File: src/rtl/dass_pkg.sv
package dass_pkg;

   typedef enum logic [2:0] {
      PH_WAIT  = 3'd0,
      PH_LABEL = 3'd1,
      PH_SKIP  = 3'd2,
      PH_PTR   = 3'd3,
      PH_FIXED = 3'd4,
      PH_DATA  = 3'd5,
      PH_DONE  = 3'd6,
      PH_FAIL  = 3'd7
   } phase_type;

   localparam logic [1:0] STATUS_OK        = 2'd0;
   localparam logic [1:0] STATUS_TRUNCATED = 2'd1;
   localparam logic [1:0] STATUS_BAD_LABEL = 2'd2;

   localparam logic [7:0]  LABEL_TOP_MASK = 8'hC0;
   localparam logic [3:0]  FIXED_LEN      = 4'd10;
   localparam logic [3:0]  TTL_FIRST      = 4'd4;
   localparam logic [3:0]  RDLEN_FIRST    = 4'd8;
   localparam logic [15:0] POS_LIMIT      = 16'hFFFF;

   typedef struct packed {
      logic [7:0]  data_byte;
      logic        first_byte;
      logic [15:0] answer_start;
      logic [15:0] answer_count;
      logic        last_byte;
   } req_item_type;

   typedef struct packed {
      logic [1:0]  status;
      logic [15:0] end_offset;
      logic [31:0] min_ttl;
   } rsp_item_type;

   typedef struct packed {
      logic advance;
      logic emit;
   } step_ctl_type;

endpackage

File: src/rtl/dass_if.sv
interface dass_req_if;
   logic        valid;
   logic        ready;
   logic [7:0]  data_byte;
   logic        first_byte;
   logic [15:0] answer_start;
   logic [15:0] answer_count;
   logic        last_byte;

   modport source (output valid, output data_byte, output first_byte,
                   output answer_start, output answer_count, output last_byte,
                   input ready);
   modport sink (input valid, input data_byte, input first_byte,
                 input answer_start, input answer_count, input last_byte,
                 output ready);
endinterface

interface dass_rsp_if;
   logic        valid;
   logic        ready;
   logic [1:0]  status;
   logic [15:0] end_offset;
   logic [31:0] min_ttl;

   modport source (output valid, output status, output end_offset, output min_ttl,
                   input ready);
   modport sink (input valid, input status, input end_offset, input min_ttl,
                 output ready);
endinterface

File: src/rtl/dass_in_stage.sv
module dass_in_stage (
   input  logic                  clock,
   input  logic                  reset,
   input  logic                  in_valid,
   output logic                  in_ready,
   input  dass_pkg::req_item_type in_item,
   input  dass_pkg::step_ctl_type ctl,
   output logic                  item_valid,
   output dass_pkg::req_item_type item
);
   import dass_pkg::*;

   logic         valid_ff;
   logic         valid_in;
   req_item_type item_ff;
   logic         take;

   assign in_ready = !valid_ff || ctl.advance;
   assign take     = in_valid && in_ready;
   assign valid_in = take ? 1'b1 : (ctl.advance ? 1'b0 : valid_ff);

   always_ff @(posedge clock) begin
      if (reset) begin
         valid_ff <= 1'b0;
      end else begin
         valid_ff <= valid_in;
      end
   end

   always_ff @(posedge clock) begin
      if (take) begin
         item_ff <= in_item;
      end
   end

   assign item_valid = valid_ff;
   assign item       = item_ff;
endmodule

File: src/rtl/dass_walker.sv
module dass_walker (
   input  logic                   clock,
   input  logic                   reset,
   input  logic                   item_valid,
   input  dass_pkg::req_item_type item,
   input  logic                   slot_free,
   output dass_pkg::step_ctl_type ctl,
   output dass_pkg::rsp_item_type result
);
   import dass_pkg::*;

   logic [15:0] pos_ff, pos_in;
   logic [15:0] start_ff, start_in;
   logic [15:0] left_ff, left_in;
   phase_type   phase_ff, phase_in;
   logic [15:0] skip_ff, skip_in;
   logic [3:0]  fidx_ff, fidx_in;
   logic [31:0] ttl_ff, ttl_in;
   logic [15:0] rdlen_ff, rdlen_in;
   logic [31:0] low_ff, low_in;
   logic        seen_ff, seen_in;
   logic [1:0]  err_ff, err_in;

   assign ctl.advance = item_valid && (!item.last_byte || slot_free);
   assign ctl.emit    = ctl.advance && item.last_byte;

   always_comb begin
      logic [7:0]  b;
      logic [15:0] cur_pos;
      logic        take_label;
      b          = item.data_byte;
      take_label = 1'b0;
      pos_in   = pos_ff;
      start_in = start_ff;
      left_in  = left_ff;
      phase_in = phase_ff;
      skip_in  = skip_ff;
      fidx_in  = fidx_ff;
      ttl_in   = ttl_ff;
      rdlen_in = rdlen_ff;
      low_in   = low_ff;
      seen_in  = seen_ff;
      err_in   = err_ff;

      if (item.first_byte) begin
         pos_in   = '0;
         start_in = item.answer_start;
         left_in  = item.answer_count;
         phase_in = (item.answer_count == 16'd0) ? PH_DONE : PH_WAIT;
         skip_in  = '0;
         fidx_in  = '0;
         ttl_in   = '0;
         rdlen_in = '0;
         low_in   = '0;
         seen_in  = 1'b0;
         err_in   = STATUS_OK;
      end

      cur_pos = pos_in;
      if (cur_pos != POS_LIMIT) begin
         case (phase_in)
            PH_WAIT: begin
               if (left_in == 16'd0) begin
                  phase_in = PH_DONE;
               end else if (cur_pos >= start_in) begin
                  take_label = 1'b1;
               end
            end
            PH_LABEL: begin
               take_label = 1'b1;
            end
            PH_SKIP: begin
               skip_in = skip_in - 16'd1;
               if (skip_in == 16'd0) begin
                  phase_in = PH_LABEL;
               end
            end
            PH_PTR: begin
               phase_in = PH_FIXED;
               fidx_in  = '0;
            end
            PH_FIXED: begin
               if (fidx_in >= TTL_FIRST && fidx_in < RDLEN_FIRST) begin
                  ttl_in = {ttl_in[23:0], b};
               end else if (fidx_in >= RDLEN_FIRST) begin
                  rdlen_in = {rdlen_in[7:0], b};
               end
               fidx_in = fidx_in + 4'd1;
               if (fidx_in >= FIXED_LEN) begin
                  fidx_in = '0;
                  if (!seen_in || ttl_in < low_in) begin
                     low_in  = ttl_in;
                     seen_in = 1'b1;
                  end
                  if (rdlen_in == 16'd0) begin
                     left_in = left_in - 16'd1;
                     if (left_in == 16'd0) begin
                        phase_in = PH_DONE;
                        start_in = cur_pos + 16'd1;
                     end else begin
                        phase_in = PH_LABEL;
                     end
                  end else begin
                     skip_in  = rdlen_in;
                     phase_in = PH_DATA;
                  end
               end
            end
            PH_DATA: begin
               skip_in = skip_in - 16'd1;
               if (skip_in == 16'd0) begin
                  left_in = left_in - 16'd1;
                  if (left_in == 16'd0) begin
                     phase_in = PH_DONE;
                     start_in = cur_pos + 16'd1;
                  end else begin
                     phase_in = PH_LABEL;
                  end
               end
            end
            default: begin
            end
         endcase

         if (take_label) begin
            if ((b & LABEL_TOP_MASK) == LABEL_TOP_MASK) begin
               phase_in = PH_PTR;
            end else if ((b & LABEL_TOP_MASK) != 8'h00) begin
               phase_in = PH_FAIL;
               err_in   = STATUS_BAD_LABEL;
            end else if (b == 8'h00) begin
               phase_in = PH_FIXED;
               fidx_in  = '0;
            end else begin
               phase_in = PH_SKIP;
               skip_in  = {8'h00, b};
            end
         end

         pos_in = cur_pos + 16'd1;
      end
   end

   always_comb begin
      if (phase_in == PH_DONE) begin
         result.status     = STATUS_OK;
         result.end_offset = start_in;
         result.min_ttl    = seen_in ? low_in : 32'd0;
      end else begin
         result.status     = (phase_in == PH_FAIL) ? err_in : STATUS_TRUNCATED;
         result.end_offset = '0;
         result.min_ttl    = '0;
      end
   end

   always_ff @(posedge clock) begin
      if (reset) begin
         pos_ff   <= '0;
         start_ff <= '0;
         left_ff  <= '0;
         phase_ff <= PH_WAIT;
         skip_ff  <= '0;
         fidx_ff  <= '0;
         ttl_ff   <= '0;
         rdlen_ff <= '0;
         low_ff   <= '0;
         seen_ff  <= 1'b0;
         err_ff   <= STATUS_OK;
      end else if (ctl.advance) begin
         pos_ff   <= pos_in;
         start_ff <= start_in;
         left_ff  <= left_in;
         phase_ff <= phase_in;
         skip_ff  <= skip_in;
         fidx_ff  <= fidx_in;
         ttl_ff   <= ttl_in;
         rdlen_ff <= rdlen_in;
         low_ff   <= low_in;
         seen_ff  <= seen_in;
         err_ff   <= err_in;
      end
   end
endmodule

File: src/rtl/dass_out_stage.sv
module dass_out_stage (
   input  logic                   clock,
   input  logic                   reset,
   input  dass_pkg::step_ctl_type ctl,
   input  dass_pkg::rsp_item_type result,
   output logic                   slot_free,
   output logic                   out_valid,
   input  logic                   out_ready,
   output dass_pkg::rsp_item_type out_item
);
   import dass_pkg::*;

   logic         valid_ff;
   logic         valid_in;
   rsp_item_type item_ff;

   assign slot_free = !valid_ff || out_ready;
   assign valid_in  = ctl.emit ? 1'b1 : (out_ready ? 1'b0 : valid_ff);

   always_ff @(posedge clock) begin
      if (reset) begin
         valid_ff <= 1'b0;
      end else begin
         valid_ff <= valid_in;
      end
   end

   always_ff @(posedge clock) begin
      if (ctl.emit) begin
         item_ff <= result;
      end
   end

   assign out_valid = valid_ff;
   assign out_item  = item_ff;
endmodule

File: src/rtl/dns_answer_section_scanner_top.sv
// DNS answer-section scanner.
// req_bus: one packet byte per transfer, with first_byte on offset zero
// (answer_start and answer_count are sampled only then) and last_byte on
// the final byte. rsp_bus: one result (status, end_offset, min_ttl) per
// byte that carries last_byte; other bytes give no transfer on rsp_bus.
// Throughput: one byte per cycle while req_bus.ready is high. Each byte is
// held in an input register and the walker state is updated from it when
// the walker steps; it loads the output register when it steps on last_byte.
// The output register frees req_bus from rsp_bus: bytes without last_byte
// keep flowing while a result waits. A byte with last_byte waits in the
// input register until the output register is empty or being read, and
// req_bus.ready drops only while such a byte is held.
// Reset (synchronous) empties both registers and returns the scan to the
// wait phase with no answer records left.
module dns_answer_section_scanner_top (
   input  logic      clock,
   input  logic      reset,
   dass_req_if.sink   req_bus,
   dass_rsp_if.source rsp_bus
);
   import dass_pkg::*;

   req_item_type req_item;
   req_item_type item;
   logic         item_valid;
   step_ctl_type ctl;
   rsp_item_type result;
   rsp_item_type rsp_item;
   logic         slot_free;

   assign req_item.data_byte    = req_bus.data_byte;
   assign req_item.first_byte   = req_bus.first_byte;
   assign req_item.answer_start = req_bus.answer_start;
   assign req_item.answer_count = req_bus.answer_count;
   assign req_item.last_byte    = req_bus.last_byte;

   dass_in_stage u_in_stage (
      .clock      (clock),
      .reset      (reset),
      .in_valid   (req_bus.valid),
      .in_ready   (req_bus.ready),
      .in_item    (req_item),
      .ctl        (ctl),
      .item_valid (item_valid),
      .item       (item)
   );

   dass_walker u_walker (
      .clock      (clock),
      .reset      (reset),
      .item_valid (item_valid),
      .item       (item),
      .slot_free  (slot_free),
      .ctl        (ctl),
      .result     (result)
   );

   dass_out_stage u_out_stage (
      .clock     (clock),
      .reset     (reset),
      .ctl       (ctl),
      .result    (result),
      .slot_free (slot_free),
      .out_valid (rsp_bus.valid),
      .out_ready (rsp_bus.ready),
      .out_item  (rsp_item)
   );

   assign rsp_bus.status     = rsp_item.status;
   assign rsp_bus.end_offset = rsp_item.end_offset;
   assign rsp_bus.min_ttl    = rsp_item.min_ttl;
endmodule
File: src/flat_wrapper.sv
// flat-port wrapper written by rule: the top's interface ports become plain ports
module dns_answer_section_scanner_top_flat import dass_pkg::*;
  (clock, reset, req_bus_valid, req_bus_data_byte, req_bus_first_byte, req_bus_answer_start, req_bus_answer_count, req_bus_last_byte, req_bus_ready, rsp_bus_valid, rsp_bus_status, rsp_bus_end_offset, rsp_bus_min_ttl, rsp_bus_ready);
  dass_req_if req_bus_i ();
  dass_rsp_if rsp_bus_i ();
  input  logic clock;
  input  logic reset;
  input wire logic [$bits(req_bus_i.valid)-1:0] req_bus_valid;
  input wire logic [$bits(req_bus_i.data_byte)-1:0] req_bus_data_byte;
  input wire logic [$bits(req_bus_i.first_byte)-1:0] req_bus_first_byte;
  input wire logic [$bits(req_bus_i.answer_start)-1:0] req_bus_answer_start;
  input wire logic [$bits(req_bus_i.answer_count)-1:0] req_bus_answer_count;
  input wire logic [$bits(req_bus_i.last_byte)-1:0] req_bus_last_byte;
  output wire logic [$bits(req_bus_i.ready)-1:0] req_bus_ready;
  output wire logic [$bits(rsp_bus_i.valid)-1:0] rsp_bus_valid;
  output wire logic [$bits(rsp_bus_i.status)-1:0] rsp_bus_status;
  output wire logic [$bits(rsp_bus_i.end_offset)-1:0] rsp_bus_end_offset;
  output wire logic [$bits(rsp_bus_i.min_ttl)-1:0] rsp_bus_min_ttl;
  input wire logic [$bits(rsp_bus_i.ready)-1:0] rsp_bus_ready;
  assign req_bus_i.valid = req_bus_valid;
  assign req_bus_i.data_byte = req_bus_data_byte;
  assign req_bus_i.first_byte = req_bus_first_byte;
  assign req_bus_i.answer_start = req_bus_answer_start;
  assign req_bus_i.answer_count = req_bus_answer_count;
  assign req_bus_i.last_byte = req_bus_last_byte;
  assign req_bus_ready = req_bus_i.ready;
  assign rsp_bus_valid = rsp_bus_i.valid;
  assign rsp_bus_status = rsp_bus_i.status;
  assign rsp_bus_end_offset = rsp_bus_i.end_offset;
  assign rsp_bus_min_ttl = rsp_bus_i.min_ttl;
  assign rsp_bus_i.ready = rsp_bus_ready;
  dns_answer_section_scanner_top u_core (.clock(clock), .reset(reset), .req_bus(req_bus_i), .rsp_bus(rsp_bus_i));
endmodule
File: config.mk
export PLATFORM = sky130hd
export DESIGN_NAME = dns_answer_section_scanner_top_flat
export DESIGN_NICKNAME = d
export VERILOG_FILES = /design/src/rtl/dass_pkg.sv /design/src/rtl/dass_if.sv /design/src/rtl/dass_in_stage.sv /design/src/rtl/dass_walker.sv /design/src/rtl/dass_out_stage.sv /design/src/rtl/dns_answer_section_scanner_top.sv /design/src/flat_wrapper.sv
export SDC_FILE = /design/constraint.sdc
export NUM_CORES = 1
export LEC_CHECK = 0
export BUFFER_PORTS_ARGS = -buffer_cell sky130_fd_sc_hd__buf_2
export CORE_ASPECT_RATIO = 0.5
export CORE_MARGIN = 5
export CORE_UTILIZATION = 55
export DETAILED_ROUTE_END_ITERATION = 10
export PLACE_DENSITY = 0.74
export SLEW_MARGIN = 20
export SYNTH_ARGS = -nofsm -noshare
export SYNTH_HDL_FRONTEND = slang
export SYNTH_SLANG_ARGS = --single-unit
File: constraint.sdc
create_clock -name clock -period 8.9 [get_ports clock]
set_input_delay 0.89 -clock clock [delete_from_list [all_inputs] [get_ports clock]]
set_output_delay 0.89 -clock clock [all_outputs]
set_load 0.01 [all_outputs]
### Word-level counts from Yosys, hierarchy flattened

Cells that the tools add are included.
W data, S select, Z words.

* register bits after elaboration: 248
* input port bits: 46

* $add $sub $neg: 4
* $lt $le $gt $ge: 6
* equal/unequal tests: 9
* multiplexer cells: 83
* bitwise logic cells: 1
* reductions and logical operators: 25

Operators with widths (count)
* $mux W16: 28
* $mux W32: 11
* $pmux W16 S2: 3
* $logic_not A16 Y1: 5
* $mux W3: 13
* $lt A32 B32 Y1: 1
* $sub A16 B1 Y16 const B: 2
* $mux W4: 7
* $add A16 B1 Y16 const B: 1
* $ge A16 B16 Y1: 1
* $ne A16 B16 Y1 const B: 1
* $pmux W3 S5: 1
* $mux W1: 13
* $eq A3 B3 Y1 const B: 4
* $mux W2: 5
* $ge A4 B4 Y1 const B: 2
* $logic_not A8 Y1: 1
* $pmux W4 S2: 1
* $reduce_bool A8 Y1: 1
* $eq A3 B2 Y1 const B: 2
* $add A4 B1 Y4 const B: 1
* $ge A4 B3 Y1 const B: 1
* $logic_and A1 B1 Y1: 4
* $logic_not A1 Y1: 4
* 10 further kinds: 15

### Depth between registers and ports, before layout

Gate-level depths: netlist of the first run.

* depth after elaboration: 15
* depth in mapped cells: 25

### Modules after synthesis

From an unflattened synthesis of the first run, not the netlist that was laid out.

* cell total of the unflattened synthesis: 1616
* area total of the unflattened synthesis: 14117.3 um^2

By module, submodules not included
* dass_walker: instances 1, cells an instance 1515, area each 11253.3 um^2
* dass_out_stage: instances 1, cells an instance 54, area each 1547.7 um^2
* dass_in_stage: instances 1, cells an instance 47, area each 1316.3 um^2

### Worst setup path after synthesis of the first run

Ideal clock, no wire load.

* path type: reg2reg
* from: reg u_core.u_in_stage.item_ff (netlist bit u_core.u_in_stage.item[33])
* to: reg u_core.u_out_stage.item_ff (netlist bit u_core.u_out_stage.out_item[34]), data pin
* setup time: 0.141 ns
* arrival: 5.097 ns
* required time: 8.759 ns
* path slack: 3.662 ns
* stages on the path, launching flop included: 24
* clock period less this slack: 5.238 ns
* cells stage by stage: edfxtp_1 > buf_6 > buf_6 > buf_4 > buf_6 > buf_2 > clkbuf_1 > clkbuf_1 > buf_1 > clkbuf_1 > buf_1 > nor2b_1 > ha_1 > o21ai_0 > nor2_1 > or4_1 > a211o_1 > nand2_1 > o21ai_0 > o31ai_1 > o211ai_4 > buf_6 > buf_6 > nor2_1

* word-level cells in the longest chain between the ends: 13
* elaborated cells between the ends (all ways): 52
* classes of those cells: 4 x add/sub; 5 x order compare; 7 x eq/ne; 30 x mux; 6 x reduce/logical

RTL lines
* from (decl): RTL line dass_in_stage.sv:15 `req_item_type item_ff;`
* from (signal assigned): RTL line dass_in_stage.sv:32 `item_ff <= in_item;`
* $mux W4: RTL line dass_walker.sv:45 `if (item.first_byte) begin`
* $ge A4 B4 Y1, or another cell as far along: RTL line dass_walker.sv:85 `end else if (fidx_in >= RDLEN_FIRST) begin`
* $mux W16 / $logic_and A1 B1 Y1 (equally long branches): RTL line dass_walker.sv:85, dass_walker.sv:83
* $mux W16: RTL line dass_walker.sv:83 `if (fidx_in >= TTL_FIRST && fidx_in < RDLEN_FIRST) begin`
* $mux W16: RTL line dass_walker.sv:61 `case (phase_in)`
* $mux W16: RTL line dass_walker.sv:60 `if (cur_pos != POS_LIMIT) begin`
* $logic_not A16 Y1: RTL line dass_walker.sv:95 `if (rdlen_in == 16'd0) begin`
* $mux W3: RTL line dass_walker.sv:95
* $mux W3: RTL line dass_walker.sv:89 `if (fidx_in >= FIXED_LEN) begin`
* $pmux W3 S5: RTL line dass_walker.sv:61
* $mux W3: RTL line dass_walker.sv:125 `if (take_label) begin`
* $mux W3: RTL line dass_walker.sv:60
* $eq A3 B3 Y1: RTL line dass_walker.sv:145 `if (phase_in == PH_DONE) begin`
* to (signal assigned): RTL line dass_out_stage.sv:30 `item_ff <= result;`
* to (decl): RTL line dass_out_stage.sv:15 `rsp_item_type item_ff;`

Parallel ways exist; a longest one is shown, timed or not. The select of a mux whose other input is x is not followed.
A chain may end at the register's enable or synchronous reset.

### Final worst setup path of the first run

* from: reg u_core.u_in_stage.item_ff (netlist bit u_core.u_in_stage.item[33])
* to: reg u_core.u_out_stage.item_ff (netlist bit u_core.u_out_stage.out_item[0]), data pin

* word-level cells in the longest chain between the ends: 14
* elaborated cells between the ends (all ways): 63
* classes of those cells: 3 x add/sub; 6 x order compare; 7 x eq/ne; 38 x mux; 9 x reduce/logical

RTL lines
* branches (longest 14 deep; another with $lt A32 B32 Y1)

Parallel ways; which one is timed is not known. The select of a mux whose other input is x is not followed.

==> results of run 1 <==
path summary, 6_finish.rpt:
kind              cells past startpoint                                      endpoint                                   start  slack [ns]
hold reg to reg                       1        u_core.u_walker.err_ff[0]$_SDFFE_PP0P_  u_core.u_walker.err_ff[0]$_SDFFE_PP0P_        0.48
hold / removal                        1        u_core.u_walker.err_ff[0]$_SDFFE_PP0P_  u_core.u_walker.err_ff[0]$_SDFFE_PP0P_        0.48
setup reg to reg                     14  u_core.u_out_stage.out_item[0]$_SDFFCE_PN0P_    u_core.u_in_stage.item[33]$_DFFE_PP_        3.58
setup / recovery                     14  u_core.u_out_stage.out_item[0]$_SDFFCE_PN0P_    u_core.u_in_stage.item[33]$_DFFE_PP_        3.58
where the power goes:
part | leakage, nW | switching, mW | total [mW] | internal (mW)
registers | 2.21 | 0.0291 | 1.23 | 1.20
logic | 3.32 | 0.175 | 0.264 | 0.0893
clock network | 0.376 | 0.444 | 1.02 | 0.581
total | 5.91 | 0.648 | 2.52 | 1.87
critical path, stage by stage, from the launching register on:
cell and delay, ns:
edfxtp_1 0.53, buf_4 0.50, nor2b_1 0.17, inv_1 0.09
ha_1 0.44, nor4b_2 0.37, a21oi_1 0.11, or3_1 0.37
a211oi_1 0.48, nand4_1 0.24, a2111oi_4 0.90, o31a_4 0.25
o211ai_4 0.08, buf_4 0.35, nor3b_1 0.25
cell usage after synthesis, types with 20 or more instances:
cell type | number | area, um^2
a211oi_1 | 29 | 218
a21o_1 | 20 | 150
a21oi_1 | 80 | 400
a22oi_1 | 103 | 773
clkbuf_1 | 99 | 372
dfxtp_1 | 156 | 3120
edfxtp_1 | 92 | 2760
ha_1 | 54 | 676
inv_1 | 23 | 86.3
mux2i_1 | 46 | 460
nand2_1 | 198 | 743
nand3_1 | 30 | 150
nand4_1 | 20 | 125
nor2_1 | 262 | 983
nor2b_1 | 23 | 144
nor3_1 | 36 | 180
o211ai_1 | 47 | 353
o21ai_0 | 85 | 425
logic make-up after synthesis:
kind of cell             Yosys count
flip-flops                       248
adder cells (fa/ha/maj)           54
AND/OR/NAND/NOR                  663
buffers and inverters            145
XOR/XNOR                          25
AO/OA/AOI/OAI                    468
multiplexers                      64
sequential cells by signal (all words and copies together) (netlist names):
signal	count
u_core.u_in_stage.item	42
u_core.u_in_stage.item_valid	1
u_core.u_out_stage.out_item	50
u_core.u_out_stage.out_valid	1
u_core.u_walker.err_ff	2
u_core.u_walker.fidx_ff	4
u_core.u_walker.left_ff	16
u_core.u_walker.low_ff	32
u_core.u_walker.phase_ff	3
u_core.u_walker.pos_ff	16
u_core.u_walker.rdlen_ff	16
u_core.u_walker.seen_ff	1
u_core.u_walker.skip_ff	16
u_core.u_walker.start_ff	16
u_core.u_walker.ttl_ff	32
placed cells by master, fill, tap and decap left out, drive strengths merged, types with 6 or more instances in the layout:
master / Yosys / layout
a211oi: 30 / 30
a21o: 20 / 20
a21oi: 80 / 80
a221o: 6 / 6
a22oi: 103 / 103
a311oi: 6 / 6
a31oi: 8 / 8
and2: 6 / 6
and3: 13 / 13
buf: 22 / 126
clkbuf: 99 / 34
clkinv: 0 / 6
dfxtp: 156 / 156
edfxtp: 92 / 92
ha: 54 / 54
inv: 24 / 25
mux2: 15 / 15
mux2i: 49 / 49
nand2: 198 / 198
nand2b: 7 / 7
nand3: 30 / 30
nand4: 20 / 20
nor2: 262 / 262
nor2b: 23 / 23
nor3: 41 / 41
nor3b: 11 / 11
nor4: 15 / 15
o211ai: 48 / 48
o21ai: 86 / 86
o22ai: 18 / 18
o311ai: 6 / 6
or2: 6 / 6
or3: 8 / 8
or4: 10 / 10
xnor2: 18 / 18
xor2: 7 / 7
through the flow:
| step | power, mW | hold WS (ns) |
|---|---|---|
| 2_1_floorplan | 1.44 | 0.445 |
| 3_3_place_gp | 1.51 | 0.458 |
| 3_5_place_dp | 1.51 | 0.469 |
| 4_1_cts | 2.53 | 0.478 |
| 5_1_grt | 2.61 | 0.503 |
| 6_report | 2.52 | 0.481 |
per-layer routing:
| metal | vias to the layer above | global-route usage [%] | part of all wire, % |
|---|---|---|---|
| met5 | - | 0 | 0 |
| met4 | 0 | 7.15 | 2.3 |
| met3 | 72 | 4.20 | 8.2 |
| met2 | 594 | 41.8 | 45 |
| met1 | 6317 | 37.2 | 45 |
| li1 | 6225 | - | - |
area by class of cell:
type / count / area, um^2 / area share [%]
multi-input cells: 1274 / 7900 / 50.0
flip-flops and latches: 248 / 5890 / 37.2
repair buffers: 126 / 729 / 4.61
clock buffers: 34 / 702 / 4.44
well taps: 344 / 430 / 2.72
inverters: 24 / 90.1 / 0.570
clock inverters: 10 / 77.6 / 0.491
==> summary.md, run 1 <==
| Metric | Value |
|---|---|
| Run status | `completed` |
| Synth async-reset ratio | `0%` |
| Top_reg_cell synth | `dfxtp_1` |
| Clock Path Buffers | `3` |
| Total Routed Length | `40500 um` |
| Part of the Yosys area used for sequential elements | `41.0%` |
| Die Height | `124 um` |
| Non-filler cells, final | `2060` |
| DR vias | `13200` |
| Hpwl dp | `26900 um` |
| Number of design rule violations left after detail routing | `0` |
| Number of placed instances, taps included | `2016` |
| Critical path class | `flip-flop to flip-flop` |
| Quantity of gates resized following cts | `0` |
| Global placement routability congestion | `0.981` |
| Endpoint type of the worst setup path | `flip-flop` |
| Shortest period the worst path allows | `5.32 ns` |
| Number of DRC violations after detailed-routing iteration 0 | `1507` |
| Number of violations of the max-capacitance limit | `0` |
| Total iterations of the first detailed-routing run | `6` |
| Average wire per cell in the routed design | `19.7 um` |
| Worst slack, placed | `3.68 ns` |
| Final Instance Area | `15800 um^2` |
| Setup Buffers After CTS | `0` |
| Overall die area | `29600 um^2` |
| Number of enable-type register cells in the synthesized netlist | `92` |
| Overflow left after global routing | `0` |
| Area growth from synthesis to layout | `10.1%` |
| Overall fraction of global-route tracks in use | `26.2%` |
| Area of placed instances | `15000 um^2` |
| I/O pin cnt | `98` |
| Clock tree from TritonCTS | `built` |
| Final Util | `62.2%` |
| Vias per cell | `6.41` |
| CTS buffer count | `24` |
| Worst Path Max Fanout | `48` |
| Adder and majority cell fraction of the synthesized area | `4.70%` |
| Remaining antenna violation count after routing | `0` |
| Post-route fraction of the period consumed by the critical path | `59.8%` |
| Library cell used as clock root buffer | `clkbuf_16` |
| Share of synthesized area spent on multiplexers | `4.67%` |
| Setup total negative slack | `0 ns` |
| Synthesized netlist net count | `1767` |
| Worst-case headroom to the max-slew limit | `27.2%` |
| Max Slew Vio Count | `0` |
| Critical path required time | `9.27 ns` |
| Combinational family with the most area after synthesis | `compound AO/OA/AOI/OAI gates` |
| Total number of yosys warnings | `0` |
| Starting density of the core | `56.4%` |
| Area share of xor/xnor cells in the synthesized design | `1.52%` |
| Setup repair after global routing missed its margin | `false` |
| Worst clock skew | `0.0232 ns` |
| Element type at the critical path start | `flip-flop` |
| Slew of the pin with the lowest slew margin | `1.09 ns` |
| VDD IR-drop max | `0.147 mV` |
| Syn Std Cell Area | `14400 um^2` |
| # diodes | `0` |
| Maximum number of pins on one net before global-route repair | `105` |
| Worst EP arrival | `5.69 ns` |
| Count of standard-cell rows | `41` |
| Post-route worst setup slack | `3.58 ns` |
| Highest attainable clock frequency | `0.188 GHz` |
| Layout cell share with drive strength beyond 1 | `12.5%` |
| Clock input transition at the sequential cells of the worst setup and hold paths | `0.06 ns` |
| Number of antenna violations at the first check in global routing | `0` |
| Final number of setup-violating endpoints | `0` |
| Yosys cell types | `84` |
| Clock latency on the worst-skew pair | `0.54 ns` |
| Number of failing hold endpoints at the final stage | `0` |
| NumNets Final | `1798` |
| Number of clock sinks seen by CTS | `248` |
| H-tree depth reported by CTS | `1` |
| Width of the chip | `239 um` |
| Count of hold buffers inserted by post-cts repair | `0` |
| Number of filler cells placed in the layout | `2235` |
| Area fraction in compound gates after synthesis | `22.6%` |
| Power Density | `159 nW/um^2` |
| Placeable core region | `25400 um^2` |
| Number of global-route vias before repair | `12700` |
| Syn Inst Count | `1667` |
| Simple-gate share of the synthesized area | `21.3%` |
| Number of synthesized register bits | `248` |
| Number of I/O port buffers | `97` |
| Synthesized area divided by synthesized cell count | `8.62 um^2` |
| Global-route wire length before repair | `65700 um` |
| LEAKAGE | `5.91 nW` |
| Hold WC Path Type | `flip-flop to flip-flop` |
No activity file was read; power rests on OpenSTA's default activity.
==> run 2, diff against run 1 <==
- ABC_AREA: not set -> 1
- PLACE_DENSITY: 0.74 -> 0.73
- clock period: 8.9 -> 5 ns (I/O delays scaled with it)
==> run 2 against run 1 <==
Compared with the run above:
- global-route usage is 1.7 points lower
- critical path depth rose by 6
- die area increased by 11%
- clock power is 94% higher
- flip-flop and latch count is the same
- combinational power rose to 3.0 times the previous value
- sequential power rose by 81%
- register-to-register slack lost 3.1 ns
- critical path type unchanged
- non-clock buffer count decreased by 8
- largest cell class unchanged
==> summary.md, run 2 <==
| Metric | Value |
|---|---|
| Worst-case hold path end point | `u_core.u_in_stage.item[38]$_DFFE_PP_` |
| Yosys cell types | `51 (-39%)` |
| Largest register FFs | `50 (unchanged)` |
| Endpoint type of the worst setup path | `flip-flop` |
| Number of global-route vias before repair | `13500 (+6.1%)` |
| Worst-case headroom to the max-slew limit | `30.6% (+3.4 points)` |
| Number of violations of the max-capacitance limit | `0 (unchanged)` |
| Overall fraction of global-route tracks in use | `24.5% (-1.7 points)` |
| Maximum number of pins on one net before global-route repair | `100 (-4.8%)` |
| R2r startpoint | `u_core.u_in_stage.item[33]$_DFFE_PP_` |
| Syn Inst Count | `2340 (+40%)` |
| Vias per cell | `5.46 (-15%)` |
| Average wire per cell in the routed design | `15.0 um (-24%)` |
| Overflow left after global routing | `0 (unchanged)` |
| Post-route fraction of the period consumed by the critical path | `89.6% (+30 points)` |
| Number of clock sinks seen by CTS | `248 (unchanged)` |
| DR vias | `15100 (+15%)` |
| Number of synthesized register bits | `248 (unchanged)` |
| H-tree depth reported by CTS | `1 (unchanged)` |
| Worst EP arrival | `4.89 ns (-0.80 ns)` |
| Clock tree from TritonCTS | `built` |
| Count of hold buffers inserted by post-cts repair | `0 (unchanged)` |
| Area of placed instances | `16600 um^2 (+10%)` |
| Shortest period the worst path allows | `4.48 ns (-0.844 ns)` |
| Max Slew Vio Count | `0 (unchanged)` |
| Leading post-synthesis cells by cell area | `dfxtp_1 20%, edfxtp_1 17%, nand2_1 15%, inv_1 7.1%, nand3_1 5.7%` |
| NumNets Final | `2459 (+37%)` |
| Number of failing hold endpoints at the final stage | `0 (unchanged)` |
| Clock latency on the worst-skew pair | `0.56 ns (+0.02 ns)` |
| Remaining antenna violation count after routing | `0 (unchanged)` |
| Total iterations of the first detailed-routing run | `6 (unchanged)` |
| Synthesized netlist net count | `2440 (+38%)` |
| Syn Std Cell Area | `16000 um^2 (+11%)` |
| Number of DRC violations after detailed-routing iteration 0 | `1460 (-3.1%)` |
| Highest attainable clock frequency | `0.223 GHz (+19%)` |
| Slew of the pin with the lowest slew margin | `1.04 ns (-0.0484 ns)` |
| Critical path required time | `5.41 ns (-3.86 ns)` |
| Global placement routability congestion | `0.915 (-6.8%)` |
| Element type at the critical path start | `flip-flop` |
| Synth async-reset ratio | `0% (unchanged)` |
| Overall power consumption | `5.00 mW (+98%)` |
| Die Height | `131 um (+5.1%)` |
| Worst Path Max Fanout | `76 (+58%)` |
| Most frequently used cell type in the post-synthesis netlist | `nand2_1` |
| Terminus of the critical flop-to-flop path | `u_core.u_walker.ttl_ff[0]$_SDFFE_PP0P_` |
| Hpwl dp | `27600 um (+2.4%)` |
| Number of enable-type register cells in the synthesized netlist | `92 (unchanged)` |
| Launch point of the worst hold path | `req_bus_data_byte[4]` |
| Post-route worst setup slack | `0.520 ns (-3.06 ns)` |
| Area share of the leading cell type in the synthesized netlist | `19.5% (-2.2 points)` |
| Final number of setup-violating endpoints | `0 (unchanged)` |
| Width of the chip | `251 um (+5.3%)` |
| Clock input transition at the sequential cells of the worst setup and hold paths | `0.07 ns (about the same)` |
| Run status | `completed` |
| Area growth from synthesis to layout | `8.82%` |
| Count of standard-cell rows | `44 (+7.3%)` |
| Total Routed Length | `41500 um (+2.4%)` |
| Setup slack of the most critical reg-to-reg path | `0.52 ns (-3.06 ns)` |
| Biggest area consumer among synthesized cells | `dfxtp_1` |
| Setup Buffers After CTS | `0 (unchanged)` |
| CTS buffer count | `24 (unchanged)` |
| Hold Path Stages | `1 (unchanged)` |
| Setup total negative slack | `0 ns (unchanged)` |
| Global-route wire length before repair | `67500 um (+2.7%)` |
| Most frequent cells in the layout | `623 x nand2_1, 300 x inv_1, 181 x nand3_1` |
| Total number of yosys warnings | `0 (unchanged)` |
| I/O pin cnt | `98 (unchanged)` |
| Min Hold Slack | `0.115 ns (-0.366 ns)` |
| VDD IR-drop max | `0.268 mV (+82%)` |
| Most frequent standard cell in the layout excluding fill and tap cells | `nand2_1` |
| Number of placed instances, taps included | `2724 (+35%)` |
| Starting density of the core | `55.4% (-1.0 points)` |
| Worst slack, placed | `0.529 ns (-3.15 ns)` |
| Worst clock skew | `0.0255 ns (+0.00230 ns)` |
| Max stage delay cell, worst path | `buf_4` |
| Cells on worst reg2reg path | `20 (+6)` |
| Top_reg_cell synth | `dfxtp_1` |
| Clock Path Buffers | `3 (unchanged)` |
| Library cell used as clock root buffer | `clkbuf_16` |
| Ordered cell list for the critical path | `inv_4 -> nand2_1 -> inv_1 -> ha_1 -> inv_1 -> nor2_1 -> inv_2 -> nor2_2 -> nand3_1 -> nor3_2 -> nand2_2 -> nor3_4 -> nand4_4 -> nand2_2 -> buf_4 -> inv_1 -> nor2_1 -> nor2_1 -> o21ai_0 -> a21oi_1` |
| Critical path class | `flip-flop to flip-flop` |
| Synthesized area divided by synthesized cell count | `6.83 um^2 (-21%)` |
| Number of antenna violations at the first check in global routing | `0 (unchanged)` |
| Power Density | `287 nW/um^2 (+80%)` |
| Non-filler cells, final | `2768 (+34%)` |
| Number of I/O port buffers | `97 (unchanged)` |
| Placeable core region | `28800 um^2 (+13%)` |
| Part of the Yosys area used for sequential elements | `36.8% (-4.2 points)` |
| Final Instance Area | `17400 um^2 (+10%)` |
| CP Buf/Inv Count | `6 (+3)` |
| Number of design rule violations left after detail routing | `0 (unchanged)` |
| Maximum single-stage delay on the critical path | `0.58 ns (-0.32 ns)` |
| Final Util | `60.3% (-1.8 points)` |
| Quantity of gates resized following cts | `0 (unchanged)` |
| Overall die area | `32800 um^2 (+11%)` |
| Top cell types by occurrence after synthesis | `624 x nand2_1, 304 x inv_1, 181 x nand3_1` |
| LEAKAGE | `7.75 nW (+31%)` |
| Hold WC Path Type | `input port to flip-flop` |
| Layout cell share with drive strength beyond 1 | `11.9% (-0.62 points)` |
| Cell family with most CP delay | `simple AND/OR/NAND/NOR gates` |
| Setup repair after global routing missed its margin | `false` |
| # diodes | `0 (unchanged)` |
run 2: cell count changes in the layout (fill, tap and decap cells not counted), moves of 23 or more:
| cell | delta |
|---|---|
| inv_1 | +277 |
| nand2_1 | +425 |
| a211oi_1 | -29 |
| a22oi_1 | -101 |
| and2_1 | +28 |
| nor2_2 | +53 |
| mux2i_1 | -46 |
| o21ai_0 | +62 |
| nor2b_1 | -23 |
| a31oi_1 | +38 |
| nor2_1 | -111 |
| nor3_1 | -27 |
| a21oi_1 | +97 |
| nand3_1 | +151 |
run 2: layout make-up:
cell class,instances,area (um^2)
sequential,248,5890
clock buffer,26,618
inverter,312,1180
clock inverter,18,218
fill,2761,11400
tap,391,489
multi-input combinational,1655,8340
timing repair buffer,118,671
run 2: power breakdown:
| group | leakage (nW) | internal, mW | switching, mW |
|---|---|---|---|
| sequential | 2.10 | 2.19 | 0.0484 |
| clock | 0.400 | 1.11 | 0.868 |
| combinational | 5.25 | 0.247 | 0.540 |
| total | 7.75 | 3.54 | 1.46 |
run 2: cells by family (layout without fill, tap and decap cells):
kind of cell | Yosys count | count (layout) | synth area share, %
xor+xnor | 10 | 10 | 0.548
fa+ha+maj | 54 | 54 | 4.23
flops | 248 | 248 | 36.8
compound gates | 468 | 468 | 16.4
simple gates | 1123 | 1123 | 30.9
buf+inv | 437 | 474 | 11.1
run 2: worst reg2reg max path, cell delays in order, from the launching register on:
cell	delay, ns
edfxtp_1	0.46
inv_4	0.40
nand2_1	0.16
inv_1	0.13
ha_1	0.15
inv_1	0.05
nor2_1	0.12
inv_2	0.07
nor2_2	0.10
nand3_1	0.13
nor3_2	0.27
nand2_2	0.13
nor3_4	0.23
nand4_4	0.24
nand2_2	0.18
buf_4	0.58
inv_1	0.52
nor2_1	0.20
nor2_1	0.05
o21ai_0	0.11
a21oi_1	0.08
run 2: per-layer routing:
layer	part of all wire [%]	wire length [um]	up-vias	global-route usage [%]
met5	0	0	-	0
met4	2.8	1160	0	7.25
met3	5.9	2450	82	3.70
met2	44	18400	462	39.6
met1	47	19500	6879	34.6
li1	-	-	7701	-
run 2: how the worst max path moves through the flow:
stage                     cells after the start  slack, ns                                             to                                  from
after floorplan                              25       1.26  u_core.u_out_stage.out_item[10]$_SDFFCE_PN0P_  u_core.u_in_stage.item[33]$_DFFE_PP_
after global placement                       21       0.60   u_core.u_out_stage.out_item[8]$_SDFFCE_PN0P_  u_core.u_in_stage.item[33]$_DFFE_PP_
after detailed placement                     21       0.53  u_core.u_out_stage.out_item[29]$_SDFFCE_PN0P_  u_core.u_in_stage.item[33]$_DFFE_PP_
after CTS                                    21       0.53   u_core.u_out_stage.out_item[3]$_SDFFCE_PN0P_  u_core.u_in_stage.item[33]$_DFFE_PP_
after global routing                         21       0.07   u_core.u_out_stage.out_item[7]$_SDFFCE_PN0P_  u_core.u_in_stage.item[33]$_DFFE_PP_
final                                        20       0.52         u_core.u_walker.ttl_ff[0]$_SDFFE_PP0P_  u_core.u_in_stage.item[33]$_DFFE_PP_
==> run 3, diff against run 2 <==
- CORE_MARGIN: 5 -> not set
- SETUP_SLACK_MARGIN: not set -> 0.3
==> run 3 against run 2 <==
Compared with the run above:
- hold slack gained 0.0076 ns
- flip-flop and latch count is the same
- highest routed layer unchanged
- setup slack gained 0.057 ns
- register-to-register slack gained 0.06 ns
- critical path depth grew 1
- clock-buffer cell count grew 7
- global-route usage grew 3.5 points
- maximum frequency grew 1.3%
==> summary.md, run 3 (synthesis results as in run 2) <==
| Metric | Value |
|---|---|
| Worst-case headroom to the max-slew limit | `20.0% (-11 points)` |
| Setup repair after global routing missed its margin | `true` |
| Largest register FFs | `50 (unchanged)` |
| Vias per cell | `5.52 (+1.0%)` |
| CP Buf/Inv Count | `6 (unchanged)` |
| Number of antenna violations at the first check in global routing | `0 (unchanged)` |
| Net switching power | `1.44 mW (-0.93%)` |
| Count of standard-cell rows | `43 (-2.3%)` |
| Cell family with most CP delay | `simple AND/OR/NAND/NOR gates` |
| Ordered cell list for the critical path | `inv_6 -> nand2_1 -> inv_1 -> ha_1 -> inv_1 -> nor2_1 -> inv_2 -> nor2_2 -> nand3_1 -> nor3_2 -> nand2_2 -> nor3_4 -> nand4_4 -> inv_2 -> a21oi_1 -> nand2_1 -> nand2_1 -> nand2_1 -> inv_2 -> nand2_4 -> nor2_1` |
| Max Slew Vio Count | `0 (unchanged)` |
| Share of total power consumed by net switching | `29.6% (+0.44 points)` |
| Total iterations of the first detailed-routing run | `8 (+2)` |
| Launch point of the worst hold path | `req_bus_answer_start[14]` |
| Area growth from synthesis to layout | `8.94%` |
| Maximum number of pins on one net before global-route repair | `103 (+3.0%)` |
| Number of DRC violations after detailed-routing iteration 0 | `1617 (+11%)` |
| Clock tree from TritonCTS | `built` |
| Overall fraction of global-route tracks in use | `28.0% (+3.5 points)` |
| Crit path depth | `21 (+5.0%)` |
| Power Density | `280 nW/um^2 (-2.5%)` |
| Internal Power | `3.44 mW (-3.0%)` |
| Endpoint type of the worst setup path | `flip-flop` |
| Critical path endpoint | `u_core.u_out_stage.out_item[47]$_SDFFCE_PP0P_` |
| R2r startpoint | `u_core.u_in_stage.item[33]$_DFFE_PP_` |
| Element type at the critical path start | `flip-flop` |
| Clock latency on the worst-skew pair | `0.55 ns (about the same)` |
| Hpwl dp | `27500 um (-0.39%)` |
| Average wire per cell in the routed design | `15.5 um (+3.6%)` |
| Width of the chip | `243 um (-3.2%)` |
| Starting density of the core | `56.8% (+1.4 points)` |
| VDD IR-drop max | `0.297 mV (+11%)` |
| Overflow left after global routing | `0 (unchanged)` |
| Global placement routability congestion | `0.926 (+1.2%)` |
| Number of design rule violations left after detail routing | `0 (unchanged)` |
| Count of hold buffers inserted by post-cts repair | `0 (unchanged)` |
| Run status | `completed` |
| Max stage delay cell, worst path | `edfxtp_1` |
| Final number of setup-violating endpoints | `0 (unchanged)` |
| Terminus of the critical flop-to-flop path | `u_core.u_out_stage.out_item[47]$_SDFFCE_PP0P_` |
| Most common cell type on the critical path | `nand2_1` |
| Die Height | `123 um (-6.1%)` |
| Cells on worst reg2reg path | `21 (+5.0%)` |
| Overall die area | `29800 um^2 (-9.1%)` |
| Hold WC Path Type | `input port to flip-flop` |
| Clock power frac | `37.6% (-2.0 points)` |
| H-tree depth reported by CTS | `1 (unchanged)` |
| Library cell used as clock root buffer | `clkbuf_16` |
| NumNets Final | `2463 (+0.16%)` |
| Critical path class | `flip-flop to flip-flop` |
| Power share of the combinational group | `16.6% (+0.9 points)` |
| # diodes | `0 (unchanged)` |
| CTS buffer count | `24 (unchanged)` |
| Worst clock skew | `0.0160 ns (-0.00948 ns)` |
| Shortest period the worst path allows | `4.42 ns (-0.0573 ns)` |
| Number of global-route vias before repair | `13400 (-0.33%)` |
| Critical path required time | `5.28 ns (-0.13 ns)` |
| Number of violations of the max-capacitance limit | `0 (unchanged)` |
| Placeable core region | `28100 um^2 (-2.5%)` |
| Worst Path Max Fanout | `54 (-29%)` |
| Launching instance or port of the critical path | `u_core.u_in_stage.item[33]$_DFFE_PP_` |
| DR vias | `15200 (+0.83%)` |
| Worst slack, placed | `0.335 ns (-0.194 ns)` |
| Number of clock sinks seen by CTS | `248 (unchanged)` |
| Global-route wire length before repair | `68300 um (+1.2%)` |
| Number of failing hold endpoints at the final stage | `0 (unchanged)` |
| Setup slack of the most critical reg-to-reg path | `0.58 ns (+0.06 ns)` |
| Total Routed Length | `42900 um (+3.4%)` |
| Number of I/O port buffers | `97 (unchanged)` |
| Most frequent cells in the layout | `623 x nand2_1, 299 x inv_1, 181 x nand3_1` |
| Post-route worst setup slack | `0.577 ns (+0.0573 ns)` |
| I/O pin cnt | `98 (unchanged)` |
| Maximum single-stage delay on the critical path | `0.50 ns (-0.08 ns)` |
| Clock Path Buffers | `3 (unchanged)` |
| Layout cell share with drive strength beyond 1 | `11.9% (-0.015 points)` |
| Worst EP arrival | `4.71 ns (-0.18 ns)` |
| Number of filler cells placed in the layout | `2657 (-3.8%)` |
| Slew of the pin with the lowest slew margin | `1.19 ns (+0.147 ns)` |
| Clock input transition at the sequential cells of the worst setup and hold paths | `0.07 ns (about the same)` |
| Most frequent standard cell in the layout excluding fill and tap cells | `nand2_1` |
| Highest attainable clock frequency | `0.226 GHz (+1.3%)` |
| Remaining antenna violation count after routing | `0 (unchanged)` |
| Post-route fraction of the period consumed by the critical path | `88.5% (-1.1 points)` |
| LEAKAGE | `7.75 nW (about the same)` |
| Setup total negative slack | `0 ns (unchanged)` |
| Sequential share of power | `45.8% (+1.1 points)` |
-- run 3: worst min path at each step --
stage | to | cells after the start
4_1_cts | u_core.u_in_stage.item[31]$_DFFE_PP_ | 1
6_report | u_core.u_in_stage.item[31]$_DFFE_PP_ | 1
5_1_grt | u_core.u_in_stage.item[41]$_DFFE_PP_ | 1
3_3_place_gp | u_core.u_walker.ttl_ff[27]$_SDFFE_PP0P_ | 2
3_5_place_dp | u_core.u_walker.ttl_ff[30]$_SDFFE_PP0P_ | 2
2_1_floorplan | u_core.u_walker.err_ff[0]$_SDFFE_PP0P_ | 2
-- run 3: layer usage --
metal	global-route usage (%)	up-vias	part of all wire, %
met3	3.89	57	7.5
met2	45.5	487	44
met1	40.3	7010	47
li1	-	7695	-
met5	0	-	0
met4	4.52	0	1.6
-- run 3: layout make-up --
cell class	instances	area [um^2]	area share (%)
well taps	382	478	2.74
clock inverters	10	95.1	0.546
multi-input cells	1656	8370	48.0
flip-flops and latches	248	5890	33.8
repair inverters	1	7.51	0.0431
clock buffers	33	674	3.87
repair buffers	120	727	4.17
inverters	312	1180	6.79
-- run 3: timing repair --
action	4_1_cts	5_1_grt
gates resized for setup	1	9
pin swaps	0	1
cloned	0	3
setup endpoints to repair	11	85
buffers inserted	0	3
-- run 3: power groups by stage --
stage	Combinational [mW]	Sequential (mW)	Clock [mW]
4_1_cts	0.789	2.23	1.85
6_report	0.812	2.23	1.83
5_1_grt	0.917	2.24	1.93
2_1_floorplan	0.593	2.27	0
3_3_place_gp	0.775	2.28	0
3_5_place_dp	0.783	2.28	0
-- run 3: metrics by stage --
stage / power [mW] / utilization [%] / hold slack [ns] / cell area (um^2) / cells
after floorplan: 2.86 / - / 0.438 / 16000 / 2340
after global placement: 3.05 / 58.8 / 0.452 / 16500 / 2713
after detailed placement: 3.06 / 58.8 / 0.456 / 16500 / 2713
after CTS: 4.87 / 61.5 / 0.111 / 17300 / 2756
after global routing: 5.09 / 61.9 / 0.113 / 17400 / 2762
final: 4.88 / 61.9 / 0.122 / 17400 / 2762
-- run 3: worst register-to-register path: stages (launching register included) --
cell	delay, ns
edfxtp_1	0.50
inv_6	0.40
nand2_1	0.16
inv_1	0.13
ha_1	0.15
inv_1	0.05
nor2_1	0.12
inv_2	0.06
nor2_2	0.09
nand3_1	0.13
nor3_2	0.24
nand2_2	0.13
nor3_4	0.22
nand4_4	0.30
inv_2	0.46
a21oi_1	0.11
nand2_1	0.10
nand2_1	0.24
nand2_1	0.17
inv_2	0.07
nand2_4	0.24
nor2_1	0.09
